File: src/rtl/core/sotv_pkg.sv
package sotv_pkg;

    // Configuration register indexes
    localparam logic [1:0] REG_OPCODE_LIMIT     = 2'd0;
    localparam logic [1:0] REG_MAX_ELEMENT_SIZE = 2'd1;

    // Reset values of the configuration registers
    localparam logic [7:0]  OPCODE_LIMIT_RESET     = 8'd211;
    localparam logic [15:0] MAX_ELEMENT_SIZE_RESET = 16'd520;

    // Byte roles
    localparam logic [1:0] ROLE_OPCODE = 2'd0;
    localparam logic [1:0] ROLE_LENGTH = 2'd1;
    localparam logic [1:0] ROLE_DATA   = 2'd2;

    // Error kinds
    localparam logic [1:0] ERR_NONE      = 2'd0;
    localparam logic [1:0] ERR_TRUNCATED = 2'd1;
    localparam logic [1:0] ERR_OPCODE    = 2'd2;
    localparam logic [1:0] ERR_TOO_LONG  = 2'd3;

    // Opcodes with special meaning
    localparam logic [7:0] OPC_PUSHDATA1 = 8'h4c;
    localparam logic [7:0] OPC_PUSHDATA2 = 8'h4d;
    localparam logic [7:0] OPC_PUSHDATA4 = 8'h4e;
    localparam logic [7:0] OPC_LAST_PUSH = 8'h60;

    typedef struct packed {
        logic [7:0] script_byte;
        logic       last_byte;
    } byte_item_t;

    typedef struct packed {
        logic [1:0]  byte_role;
        logic [7:0]  data_byte;
        logic [7:0]  current_opcode;
        logic [31:0] push_length;
        logic        op_done;
        logic        script_done;
        logic [1:0]  error_kind;
        logic        script_valid;
        logic        push_only;
    } result_item_t;

    // Number of little-endian length bytes after a pushdata opcode
    function automatic logic [2:0] length_field_bytes(input logic [7:0] opc);
        logic [2:0] n;
        if (opc == OPC_PUSHDATA1) begin
            n = 3'd1;
        end else if (opc == OPC_PUSHDATA2) begin
            n = 3'd2;
        end else begin
            n = 3'd4;
        end
        return n;
    endfunction

endpackage

File: src/rtl/core/script_op_tokenizer_validator.sv
// Script operation tokenizer and validator.
// Input channel byte_valid/byte_ready/byte_beat carries one script byte and a
// last_byte flag per beat. Each accepted beat yields exactly one result beat on
// result_valid/result_ready/result_beat: the byte's role, the byte, the opcode
// and push length of its operation, op_done, and on the last byte
// (script_done) the latched verdict: error_kind, script_valid, push_only.
// Configuration beats on cfg_valid/cfg_ready write the opcode limit (index 0)
// or max_element_size (index 1); cfg_ready is always high. Write only when idle.
// Throughput: one byte per cycle while the skid entry is empty; the per-byte
// parse step is a single combinational pass between the parse state registers
// and the result register.
// Stall: a result register plus one skid entry sit on the output; when the
// receiver stalls, one more byte is taken into the skid entry and byte_ready
// then falls until the result register drains.
// Reset: parse state returns to "expecting opcode", verdict flags to valid and
// push-only, both output entries empty, configuration to 211 and 520.
// After the last byte of a script the parse state clears for the next script.
module script_op_tokenizer_validator (
    input  logic                  clk,
    input  logic                  rst_n,
    input  logic                  byte_valid,
    output logic                  byte_ready,
    input  sotv_pkg::byte_item_t  byte_beat,
    output logic                  result_valid,
    input  logic                  result_ready,
    output sotv_pkg::result_item_t result_beat,
    input  logic                  cfg_valid,
    output logic                  cfg_ready,
    input  logic [1:0]            cfg_index,
    input  logic [15:0]           cfg_data
);

    localparam logic [1:0] PHASE_OPCODE = 2'd0;
    localparam logic [1:0] PHASE_LENGTH = 2'd1;
    localparam logic [1:0] PHASE_DATA   = 2'd2;
    localparam logic [1:0] PHASE_DRAIN  = 2'd3;

    logic [7:0]  opcode_limit_reg;
    logic [15:0] max_element_size_reg;

    logic [1:0]  phase_reg,        phase_next;
    logic [7:0]  held_opcode_reg,  held_opcode_next;
    logic [31:0] length_accum_reg, length_accum_next;
    logic [2:0]  length_left_reg,  length_left_next;
    logic [31:0] data_left_reg,    data_left_next;
    logic        valid_flag_reg,   valid_flag_next;
    logic        push_only_reg,    push_only_next;
    logic [1:0]  first_error_reg,  first_error_next;

    sotv_pkg::result_item_t result_next;
    sotv_pkg::result_item_t out_reg;
    sotv_pkg::result_item_t skid_reg;
    logic                   out_valid_reg;
    logic                   skid_valid_reg;

    logic        accept;
    logic        out_free;
    logic [7:0]  b;
    logic        last;
    logic [1:0]  role;
    logic [7:0]  opc;
    logic [31:0] plen;
    logic        done;
    logic [2:0]  total;
    logic [1:0]  idx;
    logic [31:0] accum_merged;
    logic [2:0]  length_left_dec;
    logic [31:0] data_left_dec;

    assign cfg_ready    = 1'b1;
    assign byte_ready   = !skid_valid_reg;
    assign accept       = byte_valid && byte_ready;
    assign out_free     = !out_valid_reg || result_ready;
    assign result_valid = out_valid_reg;
    assign result_beat  = out_reg;

    assign b    = byte_beat.script_byte;
    assign last = byte_beat.last_byte;

    assign total           = sotv_pkg::length_field_bytes(held_opcode_reg);
    assign idx             = 2'(total - length_left_reg);
    assign accum_merged    = length_accum_reg | (32'(b) << {idx, 3'b000});
    assign length_left_dec = length_left_reg - 3'd1;
    assign data_left_dec   = data_left_reg - 32'd1;

    // Parse one byte and update the per-script state
    always_comb
    begin
        role              = sotv_pkg::ROLE_OPCODE;
        opc               = 8'd0;
        plen              = 32'd0;
        done              = 1'b0;
        phase_next        = phase_reg;
        held_opcode_next  = held_opcode_reg;
        length_accum_next = length_accum_reg;
        length_left_next  = length_left_reg;
        data_left_next    = data_left_reg;
        valid_flag_next   = valid_flag_reg;
        push_only_next    = push_only_reg;
        first_error_next  = first_error_reg;

        case (phase_reg)
            PHASE_OPCODE:
            begin
                opc              = b;
                held_opcode_next = b;
                if (b < sotv_pkg::OPC_PUSHDATA1) begin
                    plen              = 32'(b);
                    length_accum_next = 32'(b);
                    if (b == 8'd0) begin
                        done = 1'b1;
                    end else begin
                        data_left_next = 32'(b);
                        phase_next     = PHASE_DATA;
                    end
                end else if (b <= sotv_pkg::OPC_PUSHDATA4) begin
                    length_accum_next = 32'd0;
                    length_left_next  = sotv_pkg::length_field_bytes(b);
                    phase_next        = PHASE_LENGTH;
                end else begin
                    done = 1'b1;
                end
            end
            PHASE_LENGTH:
            begin
                role              = sotv_pkg::ROLE_LENGTH;
                opc               = held_opcode_reg;
                length_accum_next = accum_merged;
                plen              = accum_merged;
                if (length_left_reg != 3'd0) begin
                    length_left_next = length_left_dec;
                end
                if (length_left_reg <= 3'd1) begin
                    if (accum_merged == 32'd0) begin
                        done = 1'b1;
                    end else begin
                        data_left_next = accum_merged;
                        phase_next     = PHASE_DATA;
                    end
                end
            end
            PHASE_DATA:
            begin
                role = sotv_pkg::ROLE_DATA;
                opc  = held_opcode_reg;
                plen = length_accum_reg;
                if (data_left_reg != 32'd0) begin
                    data_left_next = data_left_dec;
                end
                if (data_left_reg <= 32'd1) begin
                    done = 1'b1;
                end
            end
            default:
            begin
                // drain: pass over the rest of a failed script until its last byte
            end
        endcase

        // Check the completed operation, or flag a cut-short script
        if (done) begin
            phase_next = PHASE_OPCODE;
            if (opc > sotv_pkg::OPC_LAST_PUSH) begin
                push_only_next = 1'b0;
            end
            if (opc > opcode_limit_reg) begin
                valid_flag_next  = 1'b0;
                first_error_next = sotv_pkg::ERR_OPCODE;
                phase_next       = PHASE_DRAIN;
            end else if (plen > 32'(max_element_size_reg)) begin
                valid_flag_next  = 1'b0;
                first_error_next = sotv_pkg::ERR_TOO_LONG;
                phase_next       = PHASE_DRAIN;
            end
        end else if (last && phase_reg != PHASE_DRAIN) begin
            valid_flag_next  = 1'b0;
            first_error_next = sotv_pkg::ERR_TRUNCATED;
            push_only_next   = 1'b0;
        end

        result_next.byte_role      = role;
        result_next.data_byte      = b;
        result_next.current_opcode = opc;
        result_next.push_length    = plen;
        result_next.op_done        = done;
        result_next.script_done    = last;
        result_next.error_kind     = first_error_next;
        result_next.script_valid   = valid_flag_next;
        result_next.push_only      = push_only_next;
    end

    // Configuration registers
    always_ff @(posedge clk or negedge rst_n)
    begin
        if (!rst_n) begin
            opcode_limit_reg     <= sotv_pkg::OPCODE_LIMIT_RESET;
            max_element_size_reg <= sotv_pkg::MAX_ELEMENT_SIZE_RESET;
        end else if (cfg_valid) begin
            case (cfg_index)
                sotv_pkg::REG_OPCODE_LIMIT:     opcode_limit_reg     <= cfg_data[7:0];
                sotv_pkg::REG_MAX_ELEMENT_SIZE: max_element_size_reg <= cfg_data;
                default:                        ;
            endcase
        end
    end

    // Advance parse state on each accepted byte; clear it after the last byte
    always_ff @(posedge clk or negedge rst_n)
    begin
        if (!rst_n) begin
            phase_reg        <= PHASE_OPCODE;
            held_opcode_reg  <= 8'd0;
            length_accum_reg <= 32'd0;
            length_left_reg  <= 3'd0;
            data_left_reg    <= 32'd0;
            valid_flag_reg   <= 1'b1;
            push_only_reg    <= 1'b1;
            first_error_reg  <= sotv_pkg::ERR_NONE;
        end else if (accept) begin
            if (last) begin
                phase_reg        <= PHASE_OPCODE;
                held_opcode_reg  <= 8'd0;
                length_accum_reg <= 32'd0;
                length_left_reg  <= 3'd0;
                data_left_reg    <= 32'd0;
                valid_flag_reg   <= 1'b1;
                push_only_reg    <= 1'b1;
                first_error_reg  <= sotv_pkg::ERR_NONE;
            end else begin
                phase_reg        <= phase_next;
                held_opcode_reg  <= held_opcode_next;
                length_accum_reg <= length_accum_next;
                length_left_reg  <= length_left_next;
                data_left_reg    <= data_left_next;
                valid_flag_reg   <= valid_flag_next;
                push_only_reg    <= push_only_next;
                first_error_reg  <= first_error_next;
            end
        end
    end

    // Output register and skid entry
    always_ff @(posedge clk or negedge rst_n)
    begin
        if (!rst_n) begin
            out_valid_reg  <= 1'b0;
            skid_valid_reg <= 1'b0;
        end else begin
            if (out_free) begin
                if (skid_valid_reg) begin
                    out_valid_reg  <= 1'b1;
                    skid_valid_reg <= 1'b0;
                end else begin
                    out_valid_reg <= accept;
                end
            end else if (accept) begin
                skid_valid_reg <= 1'b1;
            end
        end
    end

    // Payload of the output register and skid entry
    always_ff @(posedge clk)
    begin
        if (out_free) begin
            if (skid_valid_reg) begin
                out_reg <= skid_reg;
            end else if (accept) begin
                out_reg <= result_next;
            end
        end else if (accept) begin
            skid_reg <= result_next;
        end
    end

endmodule

File: config.mk
export PLATFORM = sky130hd
export DESIGN_NAME = script_op_tokenizer_validator
export DESIGN_NICKNAME = d
export VERILOG_FILES = /design/src/rtl/core/sotv_pkg.sv /design/src/rtl/core/script_op_tokenizer_validator.sv
export SDC_FILE = /design/constraint.sdc
export NUM_CORES = 1
export LEC_CHECK = 0
export ABC_AREA = 1
export BUFFER_PORTS_ARGS = -buffer_cell sky130_fd_sc_hd__buf_2
export CORE_MARGIN = 1
export CORE_UTILIZATION = 45
export DETAILED_ROUTE_END_ITERATION = 8
export PLACE_DENSITY = 0.63
export SYNTH_ARGS = -nofsm -noshare
export SYNTH_HDL_FRONTEND = slang
export SYNTH_SLANG_ARGS = --single-unit
File: constraint.sdc
create_clock -name clk -period 4.2 [get_ports clk]
set_clock_uncertainty 0.2 [all_clocks]
set_input_delay 0.84 -clock clk [delete_from_list [all_inputs] [get_ports clk]]
set_output_delay 0.84 -clock clk [all_outputs]
set_load 0.05 [all_outputs]
==> summary.md <==
| Metric | Value |
|---|---|
| Status | `complete, no violations` |
| Worst vdd ir | `0.000435 V` |
| Data required, critical path | `4280 ps` |
| Final Max Tran Viols | `0` |
| R2R Path Start | `held_opcode_reg[0]$_DFFE_PN0P_` |
| DR pass1 iterations | `6` |
| Post-CTS Hold Fix Bufs | `0` |
| Setup TNS Final | `0 ps` |
| CTS root buffer | `clkbuf_16` |
| Total power | `9.22 mW` |
| Mapped Nets | `1485` |
| Max-cap violations | `0` |
| Area delta synth->final | `20.1%` |
| Worst Max-Slew Pin Slew | `1080 ps` |
| Via/cell ratio | `5.26` |
| Via Count | `10100` |
| Register area share after synthesis | `0.517` |
| Die Y-Extent | `163 um` |
| Area of the mapped netlist | `11700 sq um` |
| Synth warn | `0` |
| Cell Pwr Density | `656 nW/um^2` |
| N_diodes | `0` |
| CP bufs+invs | `3` |
| Clk buf depth | `3` |
| Pin count of the biggest net entering global routing | `93` |
| Met2 usage | `0.376` |
| Most frequent cells in the layout | `nand2_1, inv_1, nor2_1` |
| Global route hottest layer | `met2` |
| GP Congestion | `0.961` |
| Share of layout cells above drive strength 1 | `0.190` |
| Num rows | `58` |
| Synth Flop Type | `edfxtp_1` |
| Slew margin rel. | `0.275` |
| Period utilization | `0.940` |
| Hold Path Class | `in -> async` |
| CTS tree | `done` |
| Count of different cell masters after synthesis | `50` |
| CTS Sinks | `219` |
| Crit-path most repeated cell | `nand2_1` |
| Leak | `6.71 nW` |
| Worst-Skew Late Latency | `540 ps` |
| Fillers | `2294` |
| CP Capture Type | `flop` |
| Met3 usage | `0.0363` |
| Reg2reg end | `result_beat[3]$_DFFE_PP_` |
| DP Area | `13000 sq um` |
| Initial antenna violation count | `0` |
| Total track usage | `0.243` |
| Initial DRC count | `825` |
| Max Fclk | `253 MHz` |
| Number of global-route vias before repair | `9370` |
| Crit-path max FO | `7` |
| Delay-heaviest family, CP | `simple AND/OR/NAND/NOR gates` |
| CP arrival | `4030 ps` |
| Final Critical Period | `3950 ps` |
| Crit path from | `held_opcode_reg[0]$_DFFE_PN0P_` |
| Slowest stage cell, crit path | `dfrtp_1` |
| Reg2reg path depth | `31` |
| First-pass GRT wire length | `50.4 mm` |
| H-tree levels | `1` |
| Synth top area share | `0.287` |
| Core footprint | `25300 sq um` |
| Synth area leaders | `edfxtp_1, dfrtp_1, nand2_1` |
| Unrepaired setup endpoints after global routing | `yes` |
| Share of flip-flops with an asynchronous set or reset | `0.489` |
| GR Layer Usage met1 | `0.347` |
| Drt wl/cell | `16.7 um` |
| Pre-CTS WS | `-35.6 ps` |
| Cts bufs inserted | `25` |
| Setup CP Type | `reg -> reg` |
| I/O pin cnt | `91` |
| DRC errors left | `0` |
| Die area | `26700 sq um` |
| Min setup slack post-route | `254 ps` |
| Setup-failing EPs final | `0` |
| Leading cell type in the layout, fill and taps excluded | `nand2_1` |
| Placed wire-length estimate | `23.2 mm` |
| Final hold violation count | `0` |
| Initial Util | `0.462` |
| EDFF count, synth | `112` |
| Die X-Extent | `163 um` |
| Dominant cell type by area after synthesis | `edfxtp_1` |
| Crit path depth | `31` |
| Final Net Count | `1644` |
| CP Launch Type | `flop` |
| Mapped Avg Cell Area | `8.25 sq um` |
| Post-route cell area | `14100 sq um` |
| Mapped Cells | `1419` |
| Seq cells post-synth | `219` |
| Reg2reg setup slack | `250 ps` |
| Final ANT Viol Nets | `0` |
| Drt total wl | `32.3 mm` |
| Hold WS | `207 ps` |
| Number of port buffers | `89` |
| Total gr overflow | `0` |
| Clock slew at reported path FFs | `60 ps` |
| Slowest Stage Delay on Critical Path | `410 ps` |
==> cells by family after synthesis <==
kind of cell,share of synthesized area
AO/OA/AOI/OAI,0.138
adder cells (fa/ha/maj),0.0363
XOR/XNOR,0.00150
buffers and inverters,0.0981
AND/OR/NAND/NOR,0.209
other,0.000320
flip-flops,0.517
==> routing by layer <==
layer	routed length [um]	part of all wire
met1	14500	0.45
met2	14600	0.45
met3	2160	0.067
met4	1020	0.032
met5	0	0
==> metrics by stage <==
step / cells / utilization
2_1_floorplan: 1419 / -
6_report: 1927 / 0.555
4_1_cts: 1918 / 0.547
3_3_place_gp: 1872 / 0.514
3_5_place_dp: 1872 / 0.514
5_1_grt: 1927 / 0.555
==> worst reg2reg max path: cells and delay by family, from the launching register on <==
kind / cells / cell delay (ps)
AND/OR/NAND/NOR: 22 / 1960
adder cells (fa/ha/maj): 2 / 440
flip-flops: 1 / 410
AO/OA/AOI/OAI: 4 / 390
buffers and inverters: 3 / 300
==> cell usage after synthesis, types with 3 or more instances <==
cell and n:
nand2_1 357, inv_1 221, nor2_1 126, o21ai_0 116
edfxtp_1 112, dfrtp_1 98, a21oi_1 61, o22ai_1 60
nand3_1 57, clkbuf_1 36, ha_1 34, nor3_1 16
dfstp_2 9, o21ai_1 9, nand4_1 8, a31oi_1 7
buf_2 7, inv_2 7, buf_1 6, buf_6 6
o2111ai_1 6, o21a_1 6, a32oi_1 5, nand2_2 5
o211ai_1 5, nor4_1 4, clkinv_1 3, nand2_4 3
nor2_2 3
==> final cells by class <==
cell class / count / area (sq um) / area share
repair buffers: 188 / 1220 / 0.0870
clock buffers: 27 / 633 / 0.0450
multi-input cells: 912 / 4650 / 0.331
well taps: 330 / 413 / 0.0294
inverters: 232 / 873 / 0.0621
clock inverters: 19 / 208 / 0.0148
flip-flops and latches: 219 / 6050 / 0.431
==> what timing repair did <==
action | in CTS | in global routing
resized for setup | 2 | 37
gates cloned | 0 | 1
setup buffers | 0 | 8
endpoints found under the setup margin | 3 | 11
pin swaps | 0 | 9
endpoints found under the hold margin | 0 | 0
==> power by group <==
part           switching, mW  leakage, nW  internal (mW)
clock network          0.906        0.414           1.34
registers              0.163         2.48           2.69
logic                   2.80         3.82           1.32
total                   3.87         6.71           5.35
==> how the worst max path moves through the flow <==
stage	endpoint	slack (ps)
floorplan	result_beat[0]$_DFFE_PP_	260
global placement	result_beat[3]$_DFFE_PP_	30
detailed placement	phase_reg[1]$_DFFE_PN0P_	-40
CTS	phase_reg[1]$_DFFE_PN0P_	20
global route	phase_reg[0]$_DFFE_PN0P_	-60
finish	result_beat[3]$_DFFE_PP_	250
Note: power is estimated with default switching activity, not from simulation.
